==> src/hdl/psbd_ram.sv <==
// ----------------------------------------------------------------------------
// Generic single-port-write RAM
// One write port and one read port with registered read data.
// ----------------------------------------------------------------------------
module psbd_ram #(
  parameter int Width = 8,
  parameter int Depth = 16,
  localparam int AddrW = (Depth > 1) ? $clog2(Depth) : 1
) (
  input  logic             clk_i,
  input  logic             we_i,
  input  logic [AddrW-1:0] waddr_i,
  input  logic [Width-1:0] wdata_i,
  input  logic             re_i,
  input  logic [AddrW-1:0] raddr_i,
  output logic [Width-1:0] rdata_o
);

  logic [Width-1:0] mem_q [Depth];
  logic [Width-1:0] rdata_q;

  always_ff @(posedge clk_i) begin
    if (we_i) begin
      mem_q[waddr_i] <= wdata_i;
    end
  end

  always_ff @(posedge clk_i) begin
    if (re_i) begin
      rdata_q <= mem_q[raddr_i];
    end
  end

  assign rdata_o = rdata_q;

endmodule

==> config.mk <==
export PLATFORM = sky130hd
export DESIGN_NAME = psbd_ram
export DESIGN_NICKNAME = d
export VERILOG_FILES = /design/src/hdl/psbd_ram.sv
export SDC_FILE = /design/constraint.sdc
export NUM_CORES = 1
export LEC_CHECK = 0
export BUFFER_PORTS_ARGS = -buffer_cell sky130_fd_sc_hd__buf_2
export CAP_MARGIN = 15
export CORE_ASPECT_RATIO = 2
export CORE_UTILIZATION = 45
export CTS_CLUSTER_DIAMETER = 30
export DETAILED_ROUTE_END_ITERATION = 16
export GPL_TIMING_DRIVEN = 1
export PLACE_DENSITY = 0.65
export REMOVE_ABC_BUFFERS = 1
export SYNTH_ARGS = -nofsm -noshare
export SYNTH_HDL_FRONTEND = slang
export SYNTH_SLANG_ARGS = --single-unit
==> constraint.sdc <==
create_clock -name clk_i -period 4.91 [get_ports clk_i]
set_clock_uncertainty 0.05 [all_clocks]
set_input_delay 0.491 -clock clk_i [delete_from_list [all_inputs] [get_ports clk_i]]
set_output_delay 0.491 -clock clk_i [all_outputs]
set_load 0.005 [all_outputs]
==> out/qor.yml, run 1 <==
place_hpwl_mm: 6.36
cts_setup_buffers: 0
layout-drive-gt1-share: 0.277
die_w_um: 78.2
cpLargestDelayFamily: "buffers and inverters"
cts_tree: "done"
timing.hold.ws_ps: 391
synth_cell_types: 18
grt_setup_unrepaired: "false"
viasPerCell: 5.61
cts_root_buffer: "clkbuf_16"
yosysSeqAreaShare: 0.781
clock_latency_ps: 410
start_util: 0.463
track_usage: 0.175
regToRegSetupSlack_ps: 3390
leakage_nw: 2.01
synth_top_area_frac: 0.781
final_common_cell: "edfxtp_1"
path_max_fanout: 32
remaining_drc_errors: 0
rows: 55
num_io_pins: 27
wl_per_cell_um: 23.1
cts_hold_buf: 0
final_cell_mix: "136 x edfxtp_1, 26 x buf_2, 18 x mux4_2"
drt_iter0_drc: 135
hold_class: "input port to flip-flop"
worst_pin_slew_ps: 1080
critPathRequiredTime_ps: 5000
yosysWarnings: 0
clk_path_buf_depth: 2
route.vias.total: 2355
cellPowerDensity_nw_per_um2: 448
coreArea_um2: 11300
crit_path_max_incr_delay_ps: 780
clkTransAtPathRegs_ps: 60
timing.fmax_mhz: 453
crit_slowest_cell: "buf_2"
htreeDepth: 4
die_y_um: 154
synth_area_um2: 5230
ant_nets: 0
grt_overflow: 0
ctsResizeCount: 0
r2r_start: "mem_q[6][3]$_DFFE_PP_"
grt_max_degree: 33
synth_cells: 229
die_area_um2: 12100
numCtsBuffers: 17
cp.arrival_ps: 2300
ir_worst_vdd_mv: 0.259
crit_buf_inv: 1
syn_avg_cell_area_um2: 22.8
maxSlewHeadroom: 0.281
fin_nets: 285
post-synth-top-area-cell: "edfxtp_1"
critical_path_depth: 4
period_share: 0.450
final-hold-violation-count: 0
first_pass_iters: 4
grt_pass1_vias: 2510
grt_pass1_wl_mm: 14.5
antenna_cells: 0
r2r.worst_path.cells: 3
crit_chain: "buf_2 -> mux4_1 -> a22oi_1 -> nand2_1"
hp-start: "re_i"
timing.rr.end: "rdata_o[3]$_DFFE_PP_"
areaGrowthSynthToFinish_pct: 16.4
startpoint_type: "input port"
fin_tns_setup_ps: 0
maxCapViolCount: 0
min_period_ps: 2210
synth_seq_cells: 136
port_buffers: 26
setup_viol: 0
startpoint: "raddr_i[0]"
outcome: "finished clean"
gp_congestion: 0.707
antenna_found_initial: 0
cp-endpoint: "rdata_o[3]$_DFFE_PP_"
synth_area_leaders: "edfxtp_1 78%, mux4_2 7.8%, mux4_1 7.0%, a22oi_1 2.3%, nor2_1 0.93%"
cp-end-kind: "flip-flop"
cts.sinks: 136
routed_wl_mm: 9.69
crit_type: "input port to flip-flop"
slew_viol_final: 0
kinds of logic (layout without fill, tap and decap cells):
group                  Yosys count  count (layout)  share of synthesized area
buffers and inverters           10              59                     0.0165
AO/OA/AOI/OAI                   16              16                     0.0230
flip-flops                     136             136                      0.781
AND/OR/NAND/NOR                 35              35                     0.0314
multiplexers                    32              32                      0.148
registers in the layout (all words and copies together), names as in the netlist:
signal,flops
mem_q,128
rdata_o,8
stage by stage:
stage               setup WS, ps   util  instances  total power [mW]  cell area (µm²)
finish                      2700  0.539        420              2.72             6080
global route                2570  0.539        420              2.79             6080
CTS                         2650  0.539        420              2.75             6080
detailed placement          2230  0.485        389              1.45             5470
global placement            2220  0.485        389              1.45             5470
floorplan                   2880      -        219              1.39             5140
synthesized netlist by cell type:
cell type,count
mux4_1,14
nand2b_1,2
buf_6,3
and2b_1,1
or3b_2,1
a22oi_1,16
and2_1,1
nor2b_1,1
buf_2,3
clkdlybuf4s25_2,3
nand3b_1,2
buf_4,1
nand3_1,1
nor3_1,4
nor2_1,13
nand2_1,9
mux4_2,18
edfxtp_1,136
area by class of cell:
class,count,area [µm²]
Fill cell,887,5200
Sequential cell,136,4080
Multi-Input combinational cell,83,1070
Clock buffer,18,429
Clock inverter,13,180
Tap cell,142,178
Timing Repair Buffer,28,145
worst min path at each step:
stage / end / slack, ps / depth (start not counted)
CTS: rdata_o[1]$_DFFE_PP_ / 380 / 1
detailed placement: rdata_o[1]$_DFFE_PP_ / 690 / 3
finish: rdata_o[1]$_DFFE_PP_ / 390 / 1
global placement: rdata_o[5]$_DFFE_PP_ / 680 / 3
floorplan: mem_q[0][0]$_DFFE_PP_ / 540 / 0
global route: rdata_o[5]$_DFFE_PP_ / 390 / 1
metal layers:
layer,track usage,up-vias,part of all wire
li1,-,1054,-
met1,0.189,1217,0.38
met2,0.310,65,0.56
met3,0.0419,19,0.037
met4,0.0961,0,0.029
met5,0,-,0
report_power, final:
part	total (mW)	leakage, nW	switching, mW	internal [mW]
clock network	1.30	0.283	0.457	0.842
logic	0.109	0.486	0.0641	0.0453
registers	1.31	1.24	0.00620	1.31
total	2.72	2.01	0.527	2.20
(Power assumes the default switching activity.)
==> inputs of run 2 (changes only) <==
Settings changed: ABC_AREA set to 1, PLACE_DENSITY 0.65 to 0.64.
Clock period 4.91 ns to 2.2 ns, I/O delays scaled along.
==> run 2 against run 1 <==
Net effect: cell count increased by 76%; power grew 120%; global-route usage up 4.4 points; sequential share of layout area is 5.3 points lower; register-to-register slack got worse by 2400 ps; first-iteration DRC count rose by 83%; synthesized cell count grew 140%; via count is 61% higher; sequential power rose by 120%; largest cell class unchanged.
==> out/qor.yml, run 2 <==
outcome: "finished clean"
antenna_found_initial: 0
sw_frac_of_total: 0.212
hp-start: "re_i"
timing.rr.end: "rdata_o[5]$_DFFE_PP_"
fin_area_um2: 6600
place_hpwl_mm: 8.78
maxCapViolCount: 0
areaGrowthSynthToFinish_pct: 12.9
timing.fmax_mhz: 810
largest_register_ffs: 128
fin_cells: 739
leakage_nw: 2.83
regMostFlops: "mem_q"
cpLargestDelayFamily: "simple AND/OR/NAND/NOR gates"
gp_congestion: 0.952
hold-path-endpoint: "rdata_o[2]$_DFFE_PP_"
r2r.worst_path.cells: 6
synth_seq_cells: 136
synth_common_cells: "173 x nand2_1, 136 x edfxtp_1, 100 x inv_1"
timing.hold.ws_ps: 103
worst_pin_slew_ps: 716
critPathRequiredTime_ps: 2320
die_w_um: 82.6
cellPowerDensity_nw_per_um2: 893
cts_tree: "done"
synth.most_common_cell: "nand2_1"
place_ws_ps: 573
first_pass_iters: 4
crit_slowest_cell: "edfxtp_1"
track_usage: 0.219
fin_tns_setup_ps: 0
total_power_mw: 5.90
r2r_start: "mem_q[6][5]$_DFFE_PP_"
cts_hold_buf: 0
power.switching_mw: 1.25
maxSlewHeadroom: 0.521
top_usage_layer: "met2"
cp.arrival_ps: 1350
post-synth-top-area-cell: "edfxtp_1"
route.vias.total: 3800
cts_setup_buffers: 0
synth_area_leaders: "edfxtp_1 70%, nand2_1 11%, nand3_1 8.3%, inv_1 6.4%, buf_6 1.2%"
crit_buf_inv: 1
rows: 58
viasPerCell: 5.14
met3_usage: 0.0318
synth-edff-count: 136
post-place-cells: 708
seq_power_share: 0.498
final-hold-violation-count: 0
timing.critical_path.mode_cell: "nand3_1"
clk_path_buf_depth: 2
routed_wl_mm: 13.3
regToRegSetupSlack_ps: 970
yosysSeqAreaShare: 0.698
clockPowerShare: 0.443
final_cell_mix: "173 x nand2_1, 136 x edfxtp_1, 100 x inv_1"
combPwrFrac: 0.059
fin_util: 0.523
grt_max_degree: 65
period_share: 0.561
ctsResizeCount: 0
htreeDepth: 4
start_util: 0.463
hold_class: "input port to flip-flop"
numCtsBuffers: 17
synth_flop_cell: "edfxtp_1"
met1_usage: 0.225
min_period_ps: 1230
wl_per_cell_um: 18.0
num_io_pins: 27
path_max_fanout: 1
die_y_um: 163
slew_viol_final: 0
internal-power_mw: 4.65
grt_overflow: 0
cts.sinks: 136
cts_root_buffer: "clkbuf_16"
crit_type: "flip-flop to flip-flop"
startpoint_type: "flip-flop"
grt_pass1_wl_mm: 20.0
ant_nets: 0
fin_nets: 596
synth_top_area_frac: 0.698
crit_chain: "inv_1 -> nand2_1 -> nand3_1 -> nand3_1 -> nand3_1 -> nand2_1"
yosysWarnings: 0
synth_cell_types: 11
grt_util_met2: 0.387
die_area_um2: 13500
layout-drive-gt1-share: 0.0985
async_flop_share: 0
synth_area_um2: 5850
cp-end-kind: "flip-flop"
ir_worst_vdd_mv: 0.626
dpl-instance-area_um2: 6060
crit_path_max_incr_delay_ps: 380
clock_latency_ps: 410
grt_pass1_vias: 3842
port_buffers: 26
antenna_cells: 0
setup_ws_ps: 966
drt_iter0_drc: 247
final_common_cell: "nand2_1"
grt_setup_unrepaired: "false"
remaining_drc_errors: 0
coreArea_um2: 12600
clkTransAtPathRegs_ps: 60
whs_path_depth: 1
synth_cells: 551
syn_avg_cell_area_um2: 10.6
setup_viol: 0
run 2: cell types whose count changed after synthesis, sizes merged, moves of 2 or more:
cell	change
a22oi	-16
buf	+17
clkdlybuf4s25	-3
inv	+102
mux4	-32
nand2	+164
nand2b	-2
nand3	+96
nor2	+4
nor3	-4
run 2: layout make-up:
cell class | count | area (µm²)
clock inverters | 12 | 110
multi-input cells | 289 | 1210
clock buffers | 19 | 433
inverters | 102 | 383
fillers | 1130 | 6020
well taps | 150 | 188
repair buffers | 31 | 193
flip-flops and latches | 136 | 4080
run 2: worst max-delay path by stage:
stage / startpoint / end / slack [ps] / depth (start not counted)
floorplan: raddr_i[0] / rdata_o[2]$_DFFE_PP_ / 810 / 6
global placement: waddr_i[1] / mem_q[13][4]$_DFFE_PP_ / 610 / 4
detailed placement: waddr_i[2] / mem_q[10][4]$_DFFE_PP_ / 570 / 3
CTS: mem_q[6][5]$_DFFE_PP_ / rdata_o[5]$_DFFE_PP_ / 960 / 6
global route: mem_q[6][5]$_DFFE_PP_ / rdata_o[5]$_DFFE_PP_ / 890 / 6
finish: mem_q[6][5]$_DFFE_PP_ / rdata_o[5]$_DFFE_PP_ / 970 / 6
run 2: cells by family (layout without fill, tap and decap cells):
family,Yosys count,in the layout,synth area share
flops,136,136,0.698
buf+inv,126,164,0.0939
simple gates,289,289,0.208
run 2: routing by layer:
metal  part of all wire  vias to the layer above
li1                   -                     1830
met3              0.038                       45
met5                  0                        -
met1               0.36                     1808
met2               0.54                      117
met4              0.065                        0
run 2: power by group through the flow:
| stage | clock network (mW) | logic, mW | registers [mW] |
|---|---|---|---|
| 6_report | 2.61 | 0.349 | 2.94 |
| 5_1_grt | 2.73 | 0.383 | 2.94 |
| 4_1_cts | 2.63 | 0.353 | 2.94 |
| 3_5_place_dp | 0 | 0.350 | 2.99 |
| 3_3_place_gp | 0 | 0.344 | 2.99 |
| 2_1_floorplan | 0 | 0.157 | 2.99 |
