File: src/hdl/psbd_pkg.sv
// ----------------------------------------------------------------------------
// Point set box difference - shared package
// Types, codes and constants used by the compare unit, the top-level
// sequencer and the testbench.
// ----------------------------------------------------------------------------
package psbd_pkg;

  // Default sizing handed to the top-level parameters.
  localparam int RefDepthDef   = 1024;
  localparam int CoordBitsDef  = 20;

  // Fixed field widths.
  localparam int TolW          = 10;
  localparam int IntensW       = 16;
  localparam int ReqW          = 2;
  localparam int OutUserW      = 2;

  // A tolerance of 0.1 m expressed in millimetres.
  localparam logic [TolW-1:0] TolReset = TolW'(100);

  // Register file port.
  localparam int ApbAddrW      = 3;
  localparam int ApbDataW      = 32;
  localparam int RegIdxW       = ApbAddrW - 2;
  localparam logic [RegIdxW-1:0] RegTolIdx = RegIdxW'(0);

  typedef enum logic [ReqW-1:0] {
    REQ_LOAD  = 2'd0,
    REQ_QUERY = 2'd1,
    REQ_CLEAR = 2'd2
  } req_e;

  typedef enum logic [1:0] {
    ST_IDLE,
    ST_SCAN,
    ST_DONE
  } state_e;

  // Registered outcome of one comparison by the shared compare unit.
  typedef struct packed {
    logic valid;
    logic hit;
  } cmp_res_t;

endpackage

File: src/hdl/psbd_match.sv
// ----------------------------------------------------------------------------
// Point set box difference - shared compare unit
// Checks one stored point per cycle against the query point: all three axis
// distances must lie within the tolerance. The outcome is registered.
// ----------------------------------------------------------------------------
module psbd_match
  import psbd_pkg::*;
#(
  parameter int COORD_BITS = CoordBitsDef
) (
  input  logic                    clk_i,
  input  logic                    rst_ni,
  input  logic                    valid_i,
  input  logic [3*COORD_BITS-1:0] query_i,
  input  logic [3*COORD_BITS-1:0] ref_i,
  input  logic [TolW-1:0]         tol_i,
  output cmp_res_t                res_o
);

  localparam int DiffW = COORD_BITS + 1;
  localparam int MagW  = (DiffW > TolW) ? DiffW : TolW;

  logic [2:0] axis_ok;
  cmp_res_t   res_q;

  always_comb begin
    logic [COORD_BITS-1:0] a;
    logic [COORD_BITS-1:0] b;
    logic [DiffW-1:0]      diff;
    logic [DiffW-1:0]      mag;
    for (int k = 0; k < 3; k++) begin
      a    = query_i[k*COORD_BITS +: COORD_BITS];
      b    = ref_i[k*COORD_BITS +: COORD_BITS];
      diff = {a[COORD_BITS-1], a} - {b[COORD_BITS-1], b};
      // The difference of two in-range values never reaches the most
      // negative code, so negating it is always exact.
      mag  = diff[DiffW-1] ? (~diff + DiffW'(1)) : diff;
      axis_ok[k] = (MagW'(mag) <= MagW'(tol_i));
    end
  end

  always_ff @(posedge clk_i or negedge rst_ni) begin
    if (!rst_ni) begin
      res_q <= '0;
    end else begin
      res_q.valid <= valid_i;
      res_q.hit   <= valid_i & (&axis_ok);
    end
  end

  assign res_o = res_q;

endmodule

File: config.mk
export PLATFORM = sky130hd
export DESIGN_NAME = psbd_match
export DESIGN_NICKNAME = d
export VERILOG_FILES = /design/src/hdl/psbd_pkg.sv /design/src/hdl/psbd_match.sv
export SDC_FILE = /design/constraint.sdc
export NUM_CORES = 1
export LEC_CHECK = 0
export BUFFER_PORTS_ARGS = -buffer_cell sky130_fd_sc_hd__clkbuf_2
export CAP_MARGIN = 25
export CORE_AREA = 8 8 125 127
export DETAILED_ROUTE_END_ITERATION = 7
export DIE_AREA = 0 0 133 135
export GPL_ROUTABILITY_DRIVEN = 0
export PLACE_DENSITY = 0.67
export SYNTH_ARGS = -nofsm -noshare
export SYNTH_HDL_FRONTEND = slang
export SYNTH_SLANG_ARGS = --single-unit
File: constraint.sdc
create_clock -name clk_i -period 0.8 [get_ports clk_i]
set_input_delay 0.04 -clock clk_i [delete_from_list [all_inputs] [get_ports clk_i]]
set_output_delay 0.04 -clock clk_i [all_outputs]
set_load 0.02 [all_outputs]
==> metrics.md, run 1 <==
| Metric | Value |
|---|---|
| Outcome | `complete, but fails checks` |
| Failing checks | `setup timing` |
| CTS tree | `yes` |
| Slowest-stage cell, CP | `fa_2` |
| Synth Register Bits | `2` |
| Period utilisation layout | `4.63` |
| Pin count of the biggest net entering global routing | `16` |
| Largest register FFs | `2` |
| Setup crit end kind | `flip-flop` |
| Relative slew slack | `0.695` |
| Top cells by count, synth | `93 x ha_1, 92 x inv_1, 80 x a21oi_1, 74 x nor2_1, 67 x nand2_1` |
| Yosys top cell by area | `ha_1` |
| Crit Path Category | `primary input to flip-flop` |
| PortBufs | `134` |
| Clk buf depth | `2` |
| GRT Total Usage | `0.203` |
| Die W | `133 µm` |
| Hold WS | `0.163 ns` |
| Non-Filler Instances | `1479` |
| Top delay family on crit path | `compound AO/OA/AOI/OAI gates` |
| Post-synthesis async set-or-reset flop share | `1.00` |
| Fin nets | `1530` |
| Hold Fails Final Rpt | `0` |
| Starting DRT DRC Count | `341` |
| Most frequent cell after synthesis | `ha_1` |
| Post-synthesis sequential area ratio | `0.00833` |
| Post-synth EDFFs | `0` |
| CORE AREA | `13600 µm²` |
| Overflow after GRT | `0` |
| Layout cell share with drive strength beyond 1 | `0.403` |
| Endpoints failing setup | `1` |
| Num rows | `43` |
| DR vias | `7819` |
| Initial Util | `0.441` |
| Synthesized instance count | `867` |
| Final WL | `19200 µm` |
| Vias in the first global route | `7669` |
| Reg clk slew, reported paths | `0.03 ns` |
| Maxcap violations | `0` |
| Power Total | `10500 µW` |
| Vias/cell | `5.29` |
| First-pass GRT wire length | `32100 µm` |
| Yosys top cell area share | `0.194` |
| Comb power frac | `0.917` |
| Ys flop type | `dfrtp_1` |
| Total Die Area | `18000 µm²` |
| Final Max Tran Viols | `0` |
| Sequence of cells on the critical path | `clkbuf_2 -> inv_1 -> ha_2 -> fa_2 -> nand2b_4 -> a21oi_2 -> o211ai_1 -> a211o_1 -> o31ai_4 -> nor2_1 -> xnor2_1 -> ha_1 -> a21oi_1 -> nor2b_1 -> o21ai_1 -> o211ai_1 -> a21oi_1 -> nand4b_1 -> a211oi_2 -> and4_4 -> nand4_1 -> nor4_2` |
| Ant diodes | `0` |
| F_max | `0.270 GHz` |
| Worst IR drop on VDD | `549 µV` |
| Clock power share | `0.073` |
| WL per Instance | `13.0 µm` |
| Placed cell count | `1467` |
| Pre-CTS setup slack | `-3.26 ns` |
| Top cells by area, synth | `ha_1 19%, a21oi_1 6.7%, xnor2_1 6.3%` |
| Syn_nets | `1096` |
| CTS sink cnt | `2` |
| Slew @ Worst Pin | `0.447 ns` |
| Max FO, Critical Path | `7` |
| Antenna violations before repair | `0` |
| Yosys warnings | `0` |
| Unrepaired setup endpoints after global routing | `true` |
| DRC errors left | `0` |
| Clock Tree Root | `clkbuf_16` |
| Die H | `135 µm` |
| Switching part of the total | `0.454` |
| Fin worst setup slack | `-2.90 ns` |
| Netlist Area Pre-Place | `6010 µm²` |
| WP buf/inv | `2` |
| Post-Syn Area per Cell | `6.93 µm²` |
| Flop pwr share | `0.010` |
| Crit path arrival time | `3.83 ns` |
| Pwr per Cell Area | `1120 nW/µm²` |
| Cts bufs inserted | `3` |
| Layout Area Growth over Synthesis | `56.8%` |
| Leak Pwr | `0.00492 µW` |
| Minimum clock period | `3.70 ns` |
| Detailed Place HPWL | `16700 µm` |
| Drt pass-1 iters | `5` |
| H-tree levels | `1` |
| Sum Neg Setup Slack | `-2.90 ns` |
| Ports | `135` |
| ANT nets after route | `0` |
| Worst path max stage delay | `0.34 ns` |
| CP Data Required Time | `0.93 ns` |
| Internal power | `5750 µW` |
| Synth unique cells | `98` |
| Worst setup SP type | `primary input` |
| HP Class | `primary input to async pin` |
| Switching pwr | `4780 µW` |
-- power groups by stage --
| stage | registers (µW) | logic, µW | clock network (µW) |
|---|---|---|---|
| 2_1_floorplan | 110 | 5500 | 0 |
| 3_3_place_gp | 106 | 9110 | 0 |
| 3_5_place_dp | 106 | 9300 | 0 |
| 4_1_cts | 105 | 9490 | 772 |
| 5_1_grt | 105 | 10600 | 792 |
| 6_report | 105 | 9650 | 772 |
-- stage by stage --
| step | util | area (µm²) |
|---|---|---|
| finish | 0.692 | 9420 |
| detailed placement | 0.676 | 9200 |
| global route | 0.692 | 9420 |
| floorplan | - | 6130 |
| global placement | 0.676 | 9200 |
| CTS | 0.686 | 9340 |
-- kinds of logic (layout without fill, tap and decap cells) --
| logic type | count (synthesis) | in the layout | share of synthesized area |
|---|---|---|---|
| AOI/OAI and AO/OA | 271 | 271 | 0.316 |
| and+or+nand+nor | 303 | 303 | 0.274 |
| buffers and inverters | 116 | 548 | 0.0762 |
| muxes | 9 | 9 | 0.0162 |
| adders and majority gates | 96 | 96 | 0.204 |
| xor gates and xnor gates | 70 | 70 | 0.106 |
| DFF | 2 | 2 | 0.00833 |
-- worst paths after layout --
kind                       startpoint       end  slack (ns)  cells past startpoint
max                        query_i[0]  res_o[0]       -2.90                     22
min                            rst_ni  res_o[1]        0.16                      2
max in group asynchronous      rst_ni  res_o[0]        0.52                      2
min in group clk_i            valid_i  res_o[0]        0.52                      8
-- what timing repair did --
item                                    CTS  global route
hold buffers                              2             0
gates cloned                              0             0
endpoints found under the setup margin    1             2
endpoints found under the hold margin     3             0
gates resized for setup                   8            11
pin swaps                                13            13
setup buffers                             4             3
-- layout make-up --
type	instances	area [µm²]
inverter	92	345
timing repair buffer	453	3070
sequential	2	50.0
multi-input combinational	749	5650
clock buffer	3	75.1
fill	1149	4190
tap	180	225
-- per-layer routing --
metal | vias to the layer above | global-route usage | wire length (µm)
met3 | 23 | 0.0279 | 829
li1 | 4053 | - | -
met2 | 170 | 0.385 | 9540
met4 | 0 | 0.0498 | 375
met5 | - | 0 | 0
met1 | 3573 | 0.233 | 8410
-- cells in the final DEF (no fill, tap or decap), drive strengths merged, types with 5 or more instances in the layout --
cell type and count:
a211o 6, nor3 18, xor2 26, inv 92, clkbuf 136, a21oi 81
buf 318, or2 9, nor2b 11, o21ai 47, xnor2 44, and2 13
nor2 75, a31oi 10, ha 93, nor4 9, and4 7, o211a 6
or4 5, and3 10, nand2 67, o211ai 14, o21a 12, a211oi 17
nand4 18, mux2i 6, or3 9, a21o 18, o22ai 8, nand3 24
nand2b 11
Note: power is estimated with default switching activity, not from simulation.
==> run 2, diff against run 1 <==
--- a/config.mk
+++ b/config.mk
@@ -11,7 +11,7 @@
 export DETAILED_ROUTE_END_ITERATION = 7
 export DIE_AREA = 0 0 133 135
 export GPL_ROUTABILITY_DRIVEN = 0
-export PLACE_DENSITY = 0.67
+export PLACE_DENSITY_LB_ADDON = 0.08
 export SYNTH_ARGS = -nofsm -noshare
 export SYNTH_HDL_FRONTEND = slang
 export SYNTH_SLANG_ARGS = --single-unit
==> metrics.md, run 2 (synthesis results as in run 1) <==
| Metric | Value |
|---|---|
| Placed cell count | `1470 (+0.20%)` |
| Ports | `135 (unchanged)` |
| Comb power frac | `0.917 (about the same)` |
| CP Data Required Time | `0.93 ns (about the same)` |
| H-tree levels | `1 (unchanged)` |
| Post-DP Area | `9230 µm² (+0.38%)` |
| Setup crit end kind | `flip-flop` |
| Worst setup SP type | `primary input` |
| Cts bufs inserted | `3 (unchanged)` |
| Most frequent cells in the layout | `314 x buf_4, 133 x clkbuf_2, 91 x inv_1` |
| Internal power | `5780 µW (+0.52%)` |
| Area of the multi-input gates | `5650 µm² (about the same)` |
| Flop pwr share | `0.010 (about the same)` |
| Period utilisation layout | `4.56 (-0.0682)` |
| ANT nets after route | `0 (unchanged)` |
| Failing checks | `setup timing` |
| Minimum clock period | `3.65 ns (-0.0545 ns)` |
| Slowest-stage cell, CP | `fa_2` |
| Switching pwr | `4710 µW (-1.4%)` |
| Design Area, Final | `9440 µm² (+0.27%)` |
| Pin count of the biggest net entering global routing | `15 (-1)` |
| DRC errors left | `0 (unchanged)` |
| Sequence of cells on the critical path | `clkbuf_2 -> inv_1 -> ha_2 -> fa_2 -> nand2b_4 -> a21oi_4 -> o211ai_1 -> a211o_1 -> o31ai_4 -> buf_6 -> nor2_1 -> a21oi_1 -> ha_1 -> nor2b_1 -> o21ai_1 -> nand2b_1 -> a21oi_2 -> o211ai_1 -> a21oi_1 -> nand4b_1 -> a211oi_2 -> and4_4 -> nand4_1 -> nor4_2` |
| Vias/cell | `5.20 (-1.6%)` |
| WL per Instance | `12.5 µm (-3.2%)` |
| Die H | `135 µm (unchanged)` |
| Layout cell share with drive strength beyond 1 | `0.405 (+0.00154)` |
| Vias in the first global route | `7447 (-2.9%)` |
| Pwr per Cell Area | `1110 nW/µm² (-0.62%)` |
| Ant diodes | `0 (unchanged)` |
| Relative slew slack | `0.672 (-0.0227)` |
| Layout Area Growth over Synthesis | `57.2%` |
| Endpoints failing setup | `2 (+1)` |
| Detailed Place HPWL | `16300 µm (-2.5%)` |
| Hold WS | `0.172 ns (+0.00882 ns)` |
| Non-Filler Instances | `1479 (unchanged)` |
| HP Class | `primary input to async pin` |
| Met2 wire length | `9160 µm (-4.0%)` |
| Total Die Area | `18000 µm² (unchanged)` |
| DR vias | `7697 (-1.6%)` |
| Crit Path Category | `primary input to flip-flop` |
| Top metal layer carrying routed signals | `met4` |
| Met1 wire length | `8500 µm (+1.0%)` |
| Fin worst setup slack | `-2.85 ns (+0.0545 ns)` |
| Clock Tree Root | `clkbuf_16` |
| Worst path max stage delay | `0.35 ns (about the same)` |
| Finished Core Util | `0.694 (+0.00184)` |
| Largest register FFs | `2 (unchanged)` |
| First-pass GRT wire length | `31600 µm (-1.5%)` |
| Final WL | `18500 µm (-3.2%)` |
| Max FO, Critical Path | `8 (+1)` |
| Pre-CTS setup slack | `-3.31 ns (-0.0520 ns)` |
| Slew @ Worst Pin | `0.489 ns (+0.0426 ns)` |
| PortBufs | `134 (unchanged)` |
| Worst IR drop on VDD | `587 µV (+7.0%)` |
| Fin nets | `1530 (unchanged)` |
| Most common cell after layout, fill and taps aside | `buf_4` |
| Fillcell total | `1219 (+6.1%)` |
| Num rows | `43 (unchanged)` |
| Drt pass-1 iters | `5 (unchanged)` |
| GRT Total Usage | `0.199 (-0.00392)` |
| Starting DRT DRC Count | `281 (-18%)` |
| Antenna violations before repair | `0 (unchanged)` |
| Die W | `133 µm (unchanged)` |
| Switching part of the total | `0.449 (-0.00481)` |
| Clock power share | `0.073 (about the same)` |
| Unrepaired setup endpoints after global routing | `true` |
| CTS sink cnt | `2 (unchanged)` |
| Crit path arrival time | `3.77 ns (-0.06 ns)` |
| Reg clk slew, reported paths | `0.03 ns (about the same)` |
| Final Max Tran Viols | `0 (unchanged)` |
| Outcome | `complete, but fails checks` |
| Routed wl met3 | `534 µm (-36%)` |
| Overflow after GRT | `0 (unchanged)` |
| Clk buf depth | `2 (unchanged)` |
| Leak Pwr | `0.00492 µW (about the same)` |
| Initial Util | `0.441 (unchanged)` |
| F_max | `0.274 GHz (+1.5%)` |
| Sequential standard cell area | `50.0 µm² (unchanged)` |
| CTS tree | `yes` |
| Maxcap violations | `0 (unchanged)` |
| CORE AREA | `13600 µm² (unchanged)` |
| Hold Fails Final Rpt | `0 (unchanged)` |
run 2: power groups by stage:
| stage | Sequential, µW | Clock, µW | Combinational (µW) |
|---|---|---|---|
| after global placement | 106 | 0 | 9220 |
| after detailed placement | 106 | 0 | 9350 |
| after global routing | 105 | 798 | 10600 |
| after floorplan | 110 | 0 | 5500 |
| after CTS | 105 | 771 | 9530 |
| final | 105 | 763 | 9620 |
run 2: final timing paths:
check                           start        to  slack [ns]  cells after the start
setup / recovery           query_i[0]  res_o[0]       -2.85                     24
max in group asynchronous      rst_ni  res_o[0]        0.51                      2
min in group clk_i            valid_i  res_o[1]        0.52                      2
hold / removal                 rst_ni  res_o[1]        0.17                      2
run 2: metrics by stage:
step / total power, µW / setup TNS, ns
2_1_floorplan: 5610 / -2.95
3_3_place_gp: 9330 / -3.20
3_5_place_dp: 9460 / -3.31
4_1_cts: 10400 / -2.90
5_1_grt: 11600 / -3.13
6_report: 10500 / -2.86
run 2: cell type report:
type                            count  share of cell area
Sequential cell                     2             0.00530
Tap cell                          180              0.0239
Multi-Input combinational cell    749               0.598
Clock buffer                        3             0.00795
Inverter                           92              0.0366
Timing Repair Buffer              453               0.328
run 2: critical path, delay by kind of cell:
| family | cells | cell delay (ns) |
|---|---|---|
| AOI/OAI and AO/OA | 10 | 1.63 |
| adders and majority gates | 3 | 0.78 |
| buffers and inverters | 3 | 0.27 |
| and+or+nand+nor | 8 | 1.03 |
run 2: layer usage:
layer	vias to the layer above	global-route usage
met2	142	0.370
li1	4052	-
met1	3476	0.241
met5	-	0
met4	0	0.0492
met3	27	0.0156
run 2: timing repair:
action / CTS / global route
setup endpoints to repair: 2 / 2
hold buffers: 2 / 0
endpoints found under the hold margin: 3 / 0
resized for setup: 10 / 11
setup buffers: 3 / 1
pin swaps: 12 / 4
==> run 3, diff against run 2 <==
--- a/config.mk
+++ b/config.mk
@@ -7,9 +7,9 @@
 export LEC_CHECK = 0
 export BUFFER_PORTS_ARGS = -buffer_cell sky130_fd_sc_hd__clkbuf_2
 export CAP_MARGIN = 25
-export CORE_AREA = 8 8 125 127
+export CORE_AREA = 2 2 119 121
 export DETAILED_ROUTE_END_ITERATION = 7
-export DIE_AREA = 0 0 133 135
+export DIE_AREA = 0 0 121 123
 export GPL_ROUTABILITY_DRIVEN = 0
 export PLACE_DENSITY_LB_ADDON = 0.08
 export SYNTH_ARGS = -nofsm -noshare
==> metrics.md, run 3 (synthesis results as in run 1) <==
| Metric | Value |
|---|---|
| Comb power frac | `0.917 (about the same)` |
| Fillcell total | `1223 (+0.33%)` |
| Setup crit end kind | `flip-flop` |
| Leak Pwr | `0.00497 µW (+0.91%)` |
| Worst IR drop on VDD | `508 µV (-13%)` |
| Detailed Place HPWL | `15700 µm (-3.8%)` |
| Final Max Tran Viols | `0 (unchanged)` |
| Clock power share | `0.073 (about the same)` |
| First-pass GRT wire length | `30800 µm (-2.8%)` |
| Switching part of the total | `0.450 (+0.000638)` |
| CTS tree | `yes` |
| Most common cell after layout, fill and taps aside | `buf_4` |
| Hold WS | `0.154 ns (-0.0184 ns)` |
| Critical Path Stages | `23 (-4.2%)` |
| DRC errors left | `0 (unchanged)` |
| Cts bufs inserted | `3 (unchanged)` |
| Max FO, Critical Path | `6 (-2)` |
| Crit path arrival time | `3.77 ns (about the same)` |
| Pwr per Cell Area | `1110 nW/µm² (about the same)` |
| Crit Path Category | `primary input to flip-flop` |
| Hold Fails Final Rpt | `0 (unchanged)` |
| Worst setup SP type | `primary input` |
| Ports | `135 (unchanged)` |
| Clock Tree Root | `clkbuf_16` |
| Minimum clock period | `3.64 ns (-0.00894 ns)` |
| Clk buf depth | `2 (unchanged)` |
| Antenna violations before repair | `0 (unchanged)` |
| Maxcap violations | `0 (unchanged)` |
| Sequence of cells on the critical path | `clkbuf_2 -> inv_2 -> ha_4 -> fa_2 -> nand2b_4 -> a21oi_4 -> o211ai_1 -> buf_4 -> buf_4 -> buf_4 -> buf_4 -> buf_4 -> buf_4 -> a2111oi_2 -> buf_4 -> a311oi_1 -> buf_4 -> nor2_1 -> and4b_1 -> mux2i_1 -> o31ai_1 -> nand4_1 -> nor4_2` |
| F_max | `0.275 GHz (+0.25%)` |
| Endpoints failing setup | `2 (unchanged)` |
| Slowest-stage cell, CP | `a2111oi_2` |
| Relative slew slack | `0.637 (-0.0353)` |
| Die H | `123 µm (-8.9%)` |
| PortBufs | `134 (unchanged)` |
| Vias/cell | `5.20 (-0.17%)` |
| Layout Area Growth over Synthesis | `58.6%` |
| Drt pass-1 iters | `5 (unchanged)` |
| Layout cell share with drive strength beyond 1 | `0.410 (+0.00549)` |
| DR vias | `7720 (+0.30%)` |
| CORE AREA | `13600 µm² (unchanged)` |
| Design Area, Final | `9520 µm² (+0.85%)` |
| Switching pwr | `4750 µW (+0.91%)` |
| Starting DRT DRC Count | `335 (+19%)` |
| Period utilisation layout | `4.55 (-0.0112)` |
| Fin nets | `1537 (+0.46%)` |
| Most frequent cells in the layout | `321 x buf_4, 133 x clkbuf_2, 90 x inv_1` |
| ANT nets after route | `0 (unchanged)` |
| Flop pwr share | `0.010 (about the same)` |
| CP Data Required Time | `0.93 ns (about the same)` |
| Die W | `121 µm (-9.0%)` |
| Final WL | `18100 µm (-2.6%)` |
| Num rows | `43 (unchanged)` |
| Largest register FFs | `2 (unchanged)` |
| GRT Total Usage | `0.241 (+0.0416)` |
| H-tree levels | `1 (unchanged)` |
| Worst path max stage delay | `0.37 ns (+0.02 ns)` |
| Fin worst setup slack | `-2.84 ns (+0.00894 ns)` |
| Failing checks | `setup timing` |
| Pin count of the biggest net entering global routing | `15 (unchanged)` |
| Vias in the first global route | `7408 (-0.52%)` |
| HP Class | `primary input to async pin` |
| Reg clk slew, reported paths | `0.03 ns (about the same)` |
| Outcome | `complete, but fails checks` |
| WL per Instance | `12.2 µm (-3.0%)` |
| WP buf/inv | `10 (+7)` |
| Initial Util | `0.441 (unchanged)` |
| Slew @ Worst Pin | `0.542 ns (+0.0526 ns)` |
| Pre-CTS setup slack | `-3.23 ns (+0.0812 ns)` |
| Total Die Area | `14900 µm² (-17%)` |
| Post-DP Area | `9260 µm² (+0.24%)` |
| CTS sink cnt | `2 (unchanged)` |
| Internal power | `5820 µW (+0.65%)` |
| CP dominant cell by count | `buf_4` |
| Overflow after GRT | `0 (unchanged)` |
| Ant diodes | `0 (unchanged)` |
| Unrepaired setup endpoints after global routing | `true` |
| Top delay family on crit path | `buffers and inverters` |
==> run 3: changes by cell type in the layout (fill, tap and decap cells not counted), sizes merged <==
cell / delta
buf: +7
==> run 3: per-layer routing <==
layer | track usage | part of all wire
met5 | 0 | 0
met4 | 0.0741 | 0.024
met3 | 0.00923 | 0.033
met2 | 0.447 | 0.49
met1 | 0.300 | 0.45
==> run 3: final timing paths <==
path | from | endpoint | slack, ns
setup / recovery | query_i[0] | res_o[0] | -2.84
hold / removal | rst_ni | res_o[1] | 0.15
max in group asynchronous | rst_ni | res_o[0] | 0.52
min in group clk_i | valid_i | res_o[0] | 0.52
==> run 3: metrics by stage <==
step	setup TNS, ns	instances	utilization	total power [µW]
2_1_floorplan	-2.95	867	-	5610
5_1_grt	-3.10	1486	0.700	11600
4_1_cts	-2.85	1485	0.696	10500
3_3_place_gp	-3.12	1473	0.680	9370
3_5_place_dp	-3.23	1473	0.680	9510
6_report	-2.86	1486	0.700	10600
==> run 3: final cells by class <==
type                    count  area (µm²)  area share
clock buffers               3        75.1     0.00788
inverters                  92         345      0.0363
multi-input cells         749        5680       0.596
flip-flops and latches      2        50.0     0.00526
well taps                 180         225      0.0236
repair buffers            460        3150       0.331
==> run 3: timing repair <==
item / 4_1_cts / 5_1_grt
setup endpoints to repair: 2 / 2
setup buffers: 7 / 1
gates resized for setup: 16 / 11
pin swaps: 14 / 3
hold endpoints to repair: 3 / 0
hold buffers: 2 / 0
==> run 3: power by group through the flow <==
stage / clock network [µW] / registers (µW) / logic [µW]
finish: 769 / 105 / 9700
detailed placement: 0 / 106 / 9400
CTS: 774 / 105 / 9610
floorplan: 0 / 110 / 5500
global route: 785 / 105 / 10800
global placement: 0 / 106 / 9270
